File: src/hw/rtl/msc_pkg.sv
package msc_pkg;

   // Defaults and fixed field widths
   localparam int NUM_SERVOS_DEF = 4;
   localparam int ADDR_W         = 11;
   localparam int ANGLE_W        = 8;
   localparam int ELAPSED_W      = 9;
   localparam int SETTING_W      = 24;
   localparam int INDEX_W        = 2;
   localparam int CSR_ADDR_W     = 3;
   localparam int REQ_DATA_W     = 16;
   localparam int RSP_DATA_W     = 16;

   localparam logic [ANGLE_W-1:0]   ANGLE_CENTER = 8'd90;
   localparam logic [ELAPSED_W-1:0] ELAPSED_MAX  = 9'd511;
   localparam logic [ADDR_W-1:0]    BASE_RESET   = 11'd1;

   // Register indexes on the configuration port
   localparam logic [CSR_ADDR_W-1:0] CSR_BASE_ADDRESS = 3'd0;
   localparam logic [CSR_ADDR_W-1:0] CSR_SERVO0       = 3'd1;

   // Request kinds
   localparam logic OP_TICK    = 1'b0;
   localparam logic OP_COMMAND = 1'b1;

   typedef enum logic [1:0] {
      MODE_IDLE   = 2'd0,
      MODE_CLOSED = 2'd1,
      MODE_THROWN = 2'd2
   } mode_type;

   // Item token handed from cell to cell
   typedef struct packed {
      logic              valid;
      logic              opcode;
      logic              hit;
      logic [ADDR_W-1:0] offset;
      logic              direction;
   } tok_type;

   // Status of one servo after the visit
   typedef struct packed {
      logic [ANGLE_W-1:0] angle;
      logic               powered;
      logic               moving;
      logic               store;
   } status_type;

endpackage

File: src/hw/rtl/msc_cell.sv
module msc_cell #(
   parameter int IDX = 0
) (
   input  logic                               clock,
   input  logic                               reset,
   input  logic                               step_en,
   input  msc_pkg::tok_type                   tok_i,
   output msc_pkg::tok_type                   tok_o,
   input  logic                               set_we,
   input  logic [msc_pkg::SETTING_W-1:0]      set_data,
   output msc_pkg::status_type                status_o
);

   logic [msc_pkg::SETTING_W-1:0] setting_ff;
   logic [msc_pkg::ANGLE_W-1:0]   angle_ff, angle_in;
   msc_pkg::mode_type             mode_ff, mode_in;
   logic [msc_pkg::ELAPSED_W-1:0] elapsed_ff, elapsed_in;
   logic                          power_ff, power_in;
   logic                          store;
   msc_pkg::tok_type              tok_ff;

   logic [msc_pkg::ANGLE_W-1:0]   closed_ang, thrown_ang, speed, goal, next_ang;
   logic [msc_pkg::ELAPSED_W-1:0] el_inc;

   assign closed_ang = setting_ff[7:0];
   assign thrown_ang = setting_ff[15:8];
   assign speed      = setting_ff[23:16];

   // Work out this servo's next state when the token visits
   always_comb begin
      angle_in   = angle_ff;
      mode_in    = mode_ff;
      elapsed_in = elapsed_ff;
      power_in   = power_ff;
      store      = 1'b0;
      goal       = (mode_ff == msc_pkg::MODE_THROWN) ? thrown_ang : closed_ang;
      el_inc     = (elapsed_ff == msc_pkg::ELAPSED_MAX) ? elapsed_ff
                                                        : elapsed_ff + 1'b1;
      if (angle_ff < goal) begin
         next_ang = angle_ff + 1'b1;
      end else if (angle_ff > goal) begin
         next_ang = angle_ff - 1'b1;
      end else begin
         next_ang = angle_ff;
      end
      if (tok_i.opcode == msc_pkg::OP_COMMAND) begin
         if (tok_i.hit && tok_i.offset == msc_pkg::ADDR_W'(IDX)) begin
            mode_in    = tok_i.direction ? msc_pkg::MODE_THROWN : msc_pkg::MODE_CLOSED;
            elapsed_in = '0;
            power_in   = 1'b1;
         end
      end else if (mode_ff != msc_pkg::MODE_IDLE) begin
         if ({1'b0, speed} >= el_inc) begin
            elapsed_in = el_inc;
         end else begin
            angle_in   = next_ang;
            elapsed_in = '0;
            if (next_ang == closed_ang || next_ang == thrown_ang) begin
               power_in = 1'b0;
               mode_in  = msc_pkg::MODE_IDLE;
               store    = 1'b1;
            end
         end
      end
   end

   // Hold servo state; update on a visit, take settings on a write
   always_ff @(posedge clock) begin
      if (reset) begin
         setting_ff <= '0;
         angle_ff   <= msc_pkg::ANGLE_CENTER;
         mode_ff    <= msc_pkg::MODE_IDLE;
         elapsed_ff <= '0;
         power_ff   <= 1'b0;
      end else begin
         if (set_we) begin
            setting_ff <= set_data;
         end
         if (step_en && tok_i.valid) begin
            angle_ff   <= angle_in;
            mode_ff    <= mode_in;
            elapsed_ff <= elapsed_in;
            power_ff   <= power_in;
         end
      end
   end

   // Hand the token to the next cell
   always_ff @(posedge clock) begin
      if (reset) begin
         tok_ff.valid <= 1'b0;
      end else if (step_en) begin
         tok_ff.valid <= tok_i.valid;
      end
   end

   always_ff @(posedge clock) begin
      if (step_en) begin
         tok_ff.opcode    <= tok_i.opcode;
         tok_ff.hit       <= tok_i.hit;
         tok_ff.offset    <= tok_i.offset;
         tok_ff.direction <= tok_i.direction;
      end
   end

   assign tok_o           = tok_ff;
   assign status_o.angle   = angle_in;
   assign status_o.powered = power_in;
   assign status_o.moving  = (mode_in != msc_pkg::MODE_IDLE);
   assign status_o.store   = store;

endmodule

File: src/hw/rtl/multi_servo_slew_controller.sv
// Channel   Direction  tdata (low bit up)                               tuser       tlast
// req_      in         address[10:0], direction[11], zero pad [15:12]   opcode      -
// rsp_      out        angle[7:0], powered[8], moving[9], store[10]     servo_index last
// csr_      in         write enable, register index, 24-bit data        -           -
//
// An item is registered, then a token walks the row of servo cells, one cell a
// cycle, each cell updating its own servo and giving one result. The walk holds
// while a result waits in the output register.
// Reset sets every servo to angle 90, idle and unpowered; base address to 1.
module multi_servo_slew_controller #(
   parameter int NUM_SERVOS = msc_pkg::NUM_SERVOS_DEF
) (
   input  logic                              clock,
   input  logic                              reset,
   input  logic                              req_tvalid,
   output logic                              req_tready,
   input  logic [msc_pkg::REQ_DATA_W-1:0]    req_tdata,   // address, direction
   input  logic                              req_tuser,   // opcode
   output logic                              rsp_tvalid,
   input  logic                              rsp_tready,
   output logic [msc_pkg::RSP_DATA_W-1:0]    rsp_tdata,   // angle, powered, moving, store
   output logic [msc_pkg::INDEX_W-1:0]       rsp_tuser,   // servo_index
   output logic                              rsp_tlast,
   input  logic                              csr_we,
   input  logic [msc_pkg::CSR_ADDR_W-1:0]    csr_addr,
   input  logic [msc_pkg::SETTING_W-1:0]     csr_wdata
);

   msc_pkg::tok_type    tok [NUM_SERVOS+1];
   msc_pkg::status_type status [NUM_SERVOS];
   logic [NUM_SERVOS-1:0] active;

   logic [msc_pkg::ADDR_W-1:0] base_ff;
   msc_pkg::tok_type           item_ff;
   logic                       step_en;
   logic                       busy;
   logic [msc_pkg::ADDR_W:0]   diff;

   logic                       rsp_valid_ff;
   msc_pkg::status_type        rsp_stat_ff;
   logic [msc_pkg::INDEX_W-1:0] rsp_idx_ff;
   logic                       rsp_last_ff;

   msc_pkg::status_type        sel_stat;
   logic [msc_pkg::INDEX_W-1:0] sel_idx;

   assign step_en = !rsp_valid_ff || rsp_tready;

   // Busy until the token has passed the last cell
   always_comb begin
      busy = item_ff.valid;
      for (int k = 0; k < NUM_SERVOS - 1; k++) begin
         busy = busy | tok[k+1].valid;
      end
   end

   assign req_tready = !busy;

   // Base address register
   always_ff @(posedge clock) begin
      if (reset) begin
         base_ff <= msc_pkg::BASE_RESET;
      end else if (csr_we && csr_addr == msc_pkg::CSR_BASE_ADDRESS) begin
         base_ff <= csr_wdata[msc_pkg::ADDR_W-1:0];
      end
   end

   // Capture the transaction and decode the window
   assign diff = {1'b0, req_tdata[msc_pkg::ADDR_W-1:0]} - {1'b0, base_ff};

   always_ff @(posedge clock) begin
      if (reset) begin
         item_ff.valid <= 1'b0;
      end else if (req_tvalid && req_tready) begin
         item_ff.valid <= 1'b1;
      end else if (step_en) begin
         item_ff.valid <= 1'b0;
      end
   end

   always_ff @(posedge clock) begin
      if (req_tvalid && req_tready) begin
         item_ff.opcode    <= req_tuser;
         item_ff.hit       <= !diff[msc_pkg::ADDR_W] &&
                              (diff[msc_pkg::ADDR_W-1:0] < msc_pkg::ADDR_W'(NUM_SERVOS));
         item_ff.offset    <= diff[msc_pkg::ADDR_W-1:0];
         item_ff.direction <= req_tdata[msc_pkg::ADDR_W];
      end
   end

   assign tok[0] = item_ff;

   // Row of servo cells
   for (genvar k = 0; k < NUM_SERVOS; k++) begin : g_cell
      assign active[k] = tok[k].valid;
      msc_cell #(.IDX(k)) u_cell (
         .clock    (clock),
         .reset    (reset),
         .step_en  (step_en),
         .tok_i    (tok[k]),
         .tok_o    (tok[k+1]),
         .set_we   (csr_we && csr_addr == msc_pkg::CSR_SERVO0 +
                    msc_pkg::CSR_ADDR_W'(k)),
         .set_data (csr_wdata),
         .status_o (status[k])
      );
   end

   // Pick the status of the visited cell
   always_comb begin
      sel_stat = '0;
      sel_idx  = '0;
      for (int k = 0; k < NUM_SERVOS; k++) begin
         if (active[k]) begin
            sel_stat = sel_stat | status[k];
            sel_idx  = sel_idx | msc_pkg::INDEX_W'(k);
         end
      end
   end

   // Output register
   always_ff @(posedge clock) begin
      if (reset) begin
         rsp_valid_ff <= 1'b0;
      end else if (step_en) begin
         rsp_valid_ff <= |active;
      end
   end

   always_ff @(posedge clock) begin
      if (step_en) begin
         rsp_stat_ff <= sel_stat;
         rsp_idx_ff  <= sel_idx;
         rsp_last_ff <= active[NUM_SERVOS-1];
      end
   end

   assign rsp_tvalid = rsp_valid_ff;
   assign rsp_tdata  = {5'b0, rsp_stat_ff.store, rsp_stat_ff.moving,
                        rsp_stat_ff.powered, rsp_stat_ff.angle};
   assign rsp_tuser  = rsp_idx_ff;
   assign rsp_tlast  = rsp_last_ff;

endmodule
File: config.mk
export PLATFORM = sky130hd
export DESIGN_NAME = multi_servo_slew_controller
export DESIGN_NICKNAME = d
export VERILOG_FILES = /design/src/hw/rtl/msc_pkg.sv /design/src/hw/rtl/msc_cell.sv /design/src/hw/rtl/multi_servo_slew_controller.sv
export SDC_FILE = /design/constraint.sdc
export NUM_CORES = 1
export LEC_CHECK = 0
export ABC_AREA = 1
export CORE_UTILIZATION = 70
export DETAILED_ROUTE_END_ITERATION = 8
export DONT_BUFFER_PORTS = 1
export GPL_ROUTABILITY_DRIVEN = 0
export PLACE_DENSITY = 0.86
export RECOVER_POWER = 25
export SLEW_MARGIN = 25
export SYNTH_ARGS = -nofsm -noshare
export SYNTH_HDL_FRONTEND = slang
export SYNTH_SLANG_ARGS = --single-unit
File: constraint.sdc
create_clock -name clock -period 10 [get_ports clock]
set_input_delay 1 -clock clock [delete_from_list [all_inputs] [get_ports clock]]
set_output_delay 1 -clock clock [all_outputs]
set_load 0.02 [all_outputs]
==> qor.csv, run 1 <==
metric;value;unit
slew_headroom;-55.31;%
insertion_delay;0.57;ns
fin_setup_tns;0;ns
crit_type;reg2reg;
grt_pass1_vias;13210;
max_freq;207.5;MHz
violations;max-capacitance violations, max-slew violations;
drt_iter0_drc;1193;
grt.busiest_layer;met2;
cts_htree_levels;1;
syn_inst;2201;
cts_buffers;28;
power_leakage;0.007410;uW
start_util;71.69;%
via_per_inst;5.939;
fin_crit;4.819;ns
cpMostUsedCell;nand2_1;
grtUsageMet1;48.11;%
die_w;151.7;um
cts_root_buf;clkbuf_16;
ys_ff_latch;262;
tightest_slew;2.317;ns
drtPass1Iterations;6;
crit_chain;ha_1 > inv_1 > nor2_1 > nand3_1 > nor2_1 > nand2_1 > nor2_1 > inv_1 > or2_2 > o21ai_0 > ha_1 > nand4_1 > o221ai_1 > nand2_1 > nand2_1 > nand2_1 > nand3_1 > nand3_1 > nand3_1 > o21ai_0 > nand2_1 > o2111ai_1;
drtAntennaViolNets;0;
syn_avg_cell_area;7.130;sq um
post-route-period-util;48.19;%
grt_max_degree;126;
required;10.34;ns
grt_pass1_wl;65610;um
ys_seq_area_share;37.89;%
drive_gt1_share;5.588;%
yosys_warnings;0;
r2r_start;g_cell[0].u_cell.elapsed_ff[0]$_SDFFE_PP0P_;
grt_usage;36.49;%
maxSlewViolCount;58;
critPathLaunchType;register;
finalClockSkew;0.02497;ns
portBuffers;0;
rows;54;
coreArea;21890;sq um
hold_viol;0;
async_flop_share;0;%
hold_buffers;0;
dieArea;23020;sq um
cts_buffer_depth;3;
hold_class;reg2reg;
syn-cell-area;15690;sq um
power_density;162.6;nW/um^2
final_cell_mix;nand2_1, inv_1, nor2_1, o21ai_0, dfxtp_1;
avgRoutedWirePerCell;16.67;um
vias;14750;
use_met2;58.64;%
hold_start;g_cell[3].u_cell.elapsed_ff[8]$_SDFFE_PP0P_;
grtUsageMet3;5.778;%
overflow;0;
vdd_ir_drop_max;171.4;uV
path_max_fanout;16;
layout_commonest_cell;nand2_1;
ys.flop_type;dfxtp_1;
cpPeakStageDelay;0.61;ns
drc_errors;0;
nNetsFinal;2316;
cts_resized;0;
antenna_found_initial;2;
pin_count;70;
die_h;151.7;um
finish.utilization;77.06;%
routed_wl;41400;um
endpoint_kind;register;
synth-edff-count;70;
critPathLaunch;g_cell[0].u_cell.elapsed_ff[0]$_SDFFE_PP0P_;
crit_path_top_delay_cell;o21ai_0;
detailedPlacementHpwl;29650;um
setup_viol;0;
cts.sinks;262;
area_delta_synth_final;7.486;%
outcome;finished, violations left;
clk_pin_slew;0.06;ns
arrival;5.16;ns
path_buf_inv;2;
cts_tree;yes;
rsz0062_at_grt;no;
cap_violations;1;
post-cts-setup-buffer-count;0;
synth_cell_types;54;
path_delay_family;simple AND/OR/NAND/NOR gates;
Yosys cell counts (all sizes together), types with 2 or more instances:
library cell / n / area (sq um)
ha: 87 / 1089
xor2: 38 / 332.8
or2: 19 / 118.9
inv: 285 / 1070
nor3: 23 / 115.1
o31ai: 2 / 15.01
a211oi: 3 / 22.52
clkbuf: 55 / 206.5
o2111ai: 5 / 43.79
o221ai: 2 / 17.52
o21ai: 206 / 1031
clkinv: 5 / 18.77
a21oi: 178 / 890.9
nand4: 38 / 252.7
a21o: 4 / 30.03
buf: 10 / 85.07
xnor2: 2 / 17.52
nor2: 211 / 837.1
nand2: 520 / 2002
a31oi: 3 / 18.77
o211ai: 24 / 180.2
nand3: 171 / 913.4
nand3b: 18 / 147.6
dfxtp: 192 / 3844
o21a: 5 / 37.54
nor4: 8 / 50.05
xnor3: 4 / 90.09
a2bb2oi: 3 / 26.28
o21bai: 2 / 15.01
edfxtp: 70 / 2102
through the flow:
stage,hold slack [ns],setup slack [ns],total power [uW],instance area (sq um),instances
CTS,0.4412,5.284,2735,16860,2481
finish,0.4403,5.181,2742,16870,2483
floorplan,0.4064,6.481,1551,15710,2205
global placement,0.4274,5.438,1617,15850,2429
detailed placement,0.4284,5.369,1636,15850,2429
global route,0.4592,4.775,2848,16860,2481
power by group:
part	internal [uW]	leakage [uW]	switching [uW]
registers	1170	0.00230	55.6
clock network	666	0.000507	447
logic	133	0.00461	272
total	1970	0.00741	775
sequential cells by signal (all words and copies together) (netlist names):
register	cells
g_cell.u_cell.setting_ff	96
g_cell.u_cell.tok_o	45
g_cell.u_cell.elapsed_ff	36
g_cell.u_cell.angle_ff	32
item_ff	14
base_ff	11
rsp_tdata	11
g_cell.u_cell.mode_ff	8
g_cell.u_cell.power_ff	4
rsp_tuser	2
active	1
rsp_tlast	1
rsp_tvalid	1
cell families (layout without fill, tap and decap cells):
family	after synthesis	count (layout)	share of synthesized area, %
AOI/OAI and AO/OA	438	438	14.89
xor gates and xnor gates	44	44	2.806
adders and majority gates	88	88	7.064
buffers and inverters	355	351	8.794
DFF	262	262	37.89
muxes	2	2	0.1355
other	1	7	0.02389
and+or+nand+nor	1011	1011	28.40
cell type report:
cell class | instances | area [sq um]
diodes | 2 | 5.005
clock buffers | 36 | 825.8
clock inverters | 16 | 190.2
fillers | 1587 | 5022
inverters | 290 | 1091
multi-input cells | 1588 | 8393
flip-flops and latches | 262 | 5946
well taps | 280 | 350.3
repair buffers | 9 | 67.56
worst paths after layout:
| kind | end | slack [ns] | depth (start not counted) |
|---|---|---|---|
| setup / recovery | rsp_tdata[4]$_DFFE_PN_ | 5.18 | 22 |
| hold / removal | g_cell[3].u_cell.elapsed_ff[8]$_SDFFE_PP0P_ | 0.44 | 2 |
| setup reg to reg | rsp_tdata[4]$_DFFE_PN_ | 5.18 | 22 |
| hold reg to reg | g_cell[3].u_cell.elapsed_ff[8]$_SDFFE_PP0P_ | 0.44 | 2 |
worst reg2reg max path, cell delays in order (launching register included):
cell,delay (ns)
dfxtp_1,0.41
ha_1,0.17
inv_1,0.05
nor2_1,0.15
nand3_1,0.08
nor2_1,0.14
nand2_1,0.09
nor2_1,0.33
inv_1,0.17
or2_2,0.29
o21ai_0,0.14
ha_1,0.30
nand4_1,0.11
o221ai_1,0.12
nand2_1,0.07
nand2_1,0.05
nand2_1,0.06
nand3_1,0.07
nand3_1,0.25
nand3_1,0.50
o21ai_0,0.61
nand2_1,0.22
o2111ai_1,0.22
routing by layer:
metal,up-vias,part of all wire (%)
met1,6702,41
li1,7246,-
met3,127,9.9
met5,-,0
met4,0,4.7
met2,671,45
No activity file was read; power rests on OpenSTA's default activity.
==> run 2, diff against run 1 <==
Settings changed: ABC_AREA 1 to 0, CORE_UTILIZATION 70 to 58, PLACE_DENSITY 0.86 to 0.76.
Clock period 10 ns to 4.37 ns, I/O delays scaled along.
==> qor.csv, run 2 <==
metric;value;unit;change
cts_root_buf;clkbuf_16;;unchanged
required;4.65;ns;was 10.34 ns
max_freq;234.0;MHz;was 207.5 MHz
synth_common_cells;nand2_1, dfxtp_1, a21oi_1, nor2_1, ha_1;;was nand2_1, inv_1, nor2_1, o21ai_0, dfxtp_1
critPathLaunchType;register;;unchanged
grt_usage;31.70;%;was 36.49%
synth.area.top_cells;dfxtp_1, edfxtp_1, ha_1;;was dfxtp_1, edfxtp_1, nand2_1
start_util;59.26;%;was 71.69%
cts_htree_levels;1;;unchanged
hold_viol;0;;unchanged
grt_max_degree;167;;was 126
arrival;4.56;ns;was 5.16 ns
dieArea;27280;sq um;was 23020 sq um
cts_buffers;29;;was 28
die_w;165.2;um;was 151.7 um
syn-cell-area;15440;sq um;was 15690 sq um
antennaDiodeCount;0;;was 2
drtPass1Iterations;5;;was 6
hold_ws;0.003157;ns;was 0.4403 ns
clk_pin_slew;0.06;ns;about the same
portBuffers;0;;unchanged
vias;13360;;was 14750
placed_area;15770;sq um;was 15850 sq um
design_area;17180;sq um;was 16870 sq um
slew_headroom;-11.96;%;was -55.31%
tightest_slew;1.679;ns;was 2.317 ns
synth_top_area_share;24.89;%;was 24.49%
violations;max-capacitance violations, max-slew violations;;unchanged
synth_most_common_cell;nand2_1;;unchanged
area_delta_synth_final;11.26;%;was 7.486%
avgRoutedWirePerCell;19.86;um;was 16.67 um
finalClockSkew;0.008452;ns;was 0.02497 ns
layout_commonest_cell;nand2_1;;unchanged
ys_ff_latch;262;;unchanged
ys.flop_type;dfxtp_1;;unchanged
ys_seq_area_share;38.50;%;was 37.89%
grt_pass1_wl;66990;um;was 65610 um
nNetsFinal;1938;;was 2316
power_leakage;0.006295;uW;was 0.007410 uW
rows;59;;was 54
fin_crit;4.274;ns;was 4.819 ns
pin_count;70;;unchanged
coreArea;26060;sq um;was 21890 sq um
maxSlewViolCount;53;;was 58
async_flop_share;0;%;unchanged
outcome;finished, violations left;;unchanged
path_max_fanout;9;;was 16
vdd_ir_drop_max;385.2;uV;was 171.4 uV
cts.sinks;262;;unchanged
yosys_warnings;0;;unchanged
syn_avg_cell_area;8.628;sq um;was 7.130 sq um
cts_tree;yes;;unchanged
drt_iter0_drc;1276;;was 1193
cap_violations;2;;was 1
via_per_inst;6.191;;was 5.939
crit_type;reg2reg;;unchanged
endpoint_kind;register;;unchanged
grt_pass1_vias;12420;;was 13210
drc_errors;0;;unchanged
nFillCells;2156;;was 1587
overflow;0;;unchanged
die_h;165.2;um;was 151.7 um
hold_class;in2reg;;was reg2reg
final_cell_mix;nand2_1, dfxtp_1, a21oi_1;;was nand2_1, inv_1, nor2_1, o21ai_0, dfxtp_1
drtAntennaViolNets;0;;unchanged
synth_top_area_cell;dfxtp_1;;unchanged
largest-register;g_cell.u_cell.setting_ff;;unchanged
post-route-period-util;97.80;%;was 48.19%
synth_cell_types;86;;was 54
synth-edff-count;70;;unchanged
drive_gt1_share;7.570;%;was 5.588%
insertion_delay;0.57;ns;about the same
setup_viol;0;;unchanged
cts_buffer_depth;3;;unchanged
power_density;326.8;nW/um^2;was 162.6 nW/um^2
antenna_found_initial;1;;was 2
routed_wl;42860;um;was 41400 um
largest_reg_flops;96;;unchanged
syn_inst;1790;;was 2201
detailedPlacementHpwl;29330;um;was 29650 um
-- run 2: cell count changes after synthesis, sizes merged, moves of 28 or more --
cell,change
and3,+28
inv,-236
mux2i,+38
nand2,-231
nand3,-129
nor2,-73
o21ai,-135
xnor2,+68
-- run 2: timing repair --
action	in CTS	in global routing
hold endpoints to repair	169	4
setup buffers	0	0
endpoints found under the setup margin	0	32
hold buffers	29	3
resized for setup	0	31
-- run 2: cell families (layout without fill, tap and decap cells) --
| kind of cell | Yosys count | count (layout) | share of synthesized area (%) |
|---|---|---|---|
| and+or+nand+nor | 693 | 693 | 21.04 |
| DFF | 262 | 262 | 38.50 |
| AOI/OAI and AO/OA | 404 | 404 | 16.33 |
| xor gates and xnor gates | 150 | 150 | 10.02 |
| buffers and inverters | 144 | 173 | 3.694 |
| muxes | 48 | 48 | 3.208 |
| other | 1 | 5 | 0.02428 |
| adders and majority gates | 88 | 88 | 7.178 |
-- run 2: worst max-delay path: stages (launching register included) --
cell and delay [ns]:
dfxtp_1 0.38, nor2b_2 0.22, buf_6 0.19, mux2_2 0.36, ha_1 0.27, nand4_1 0.22, or2_4 0.35, a31oi_4 0.24
xnor3_1 0.31, nor4_4 0.32, o21ai_1 0.13, nor4_2 0.18, a22oi_2 0.15, or3_1 0.37, o311ai_1 0.12, nand4_1 0.18
-- run 2: power by group --
group          internal, uW  leakage, uW  switching (uW)
logic                   175      0.00354             278
clock network          1420     0.000464            1020
registers              2620      0.00229             100
total                  4220      0.00630            1400
-- run 2: metal layers --
metal | wire length (um) | GRT usage (%)
met4 | 2675 | 18.14
met2 | 19110 | 49.77
met5 | 18 | 0
met3 | 3303 | 6.194
met1 | 17750 | 40.66
-- run 2: path summary, 6_finish.rpt --
kind	cells past startpoint	to	from	slack [ns]
max	15	rsp_tdata[9]$_DFFE_PN_	g_cell[2].u_cell.mode_ff[1]$_SDFFE_PP0P_	0.1
max reg2reg	15	rsp_tdata[9]$_DFFE_PN_	g_cell[2].u_cell.mode_ff[1]$_SDFFE_PP0P_	0.1
min	2	g_cell[3].u_cell.setting_ff[5]$_SDFFE_PP0P_	csr_wdata[5]	0.003
min reg2reg	0	g_cell[0].u_cell.tok_o[4]$_DFFE_PN_	item_ff[4]$_DFFE_PP_	0.44
-- run 2: cell type report --
type | count | area (sq um) | area share (%)
sequential | 262 | 5947 | 34.61
inverter | 52 | 195.2 | 1.136
clock inverter | 17 | 177.7 | 1.034
tap | 335 | 419.2 | 2.439
clock buffer | 36 | 762.0 | 4.435
timing repair buffer | 68 | 604.3 | 3.517
multi-input combinational | 1388 | 9077 | 52.83
-- run 2: per-stage QoR --
stage	worst slack, ns	total power (uW)	util [%]	TNS [ns]	cells
floorplan	0.4092	3046	-	0	1794
global placement	0.07071	3128	60.53	0	2073
detailed placement	0.06164	3145	60.53	0	2073
CTS	0.03928	5622	65.31	0	2155
global route	-0.01494	5801	65.94	-0.01494	2158
finish	0.09624	5616	65.94	0	2158
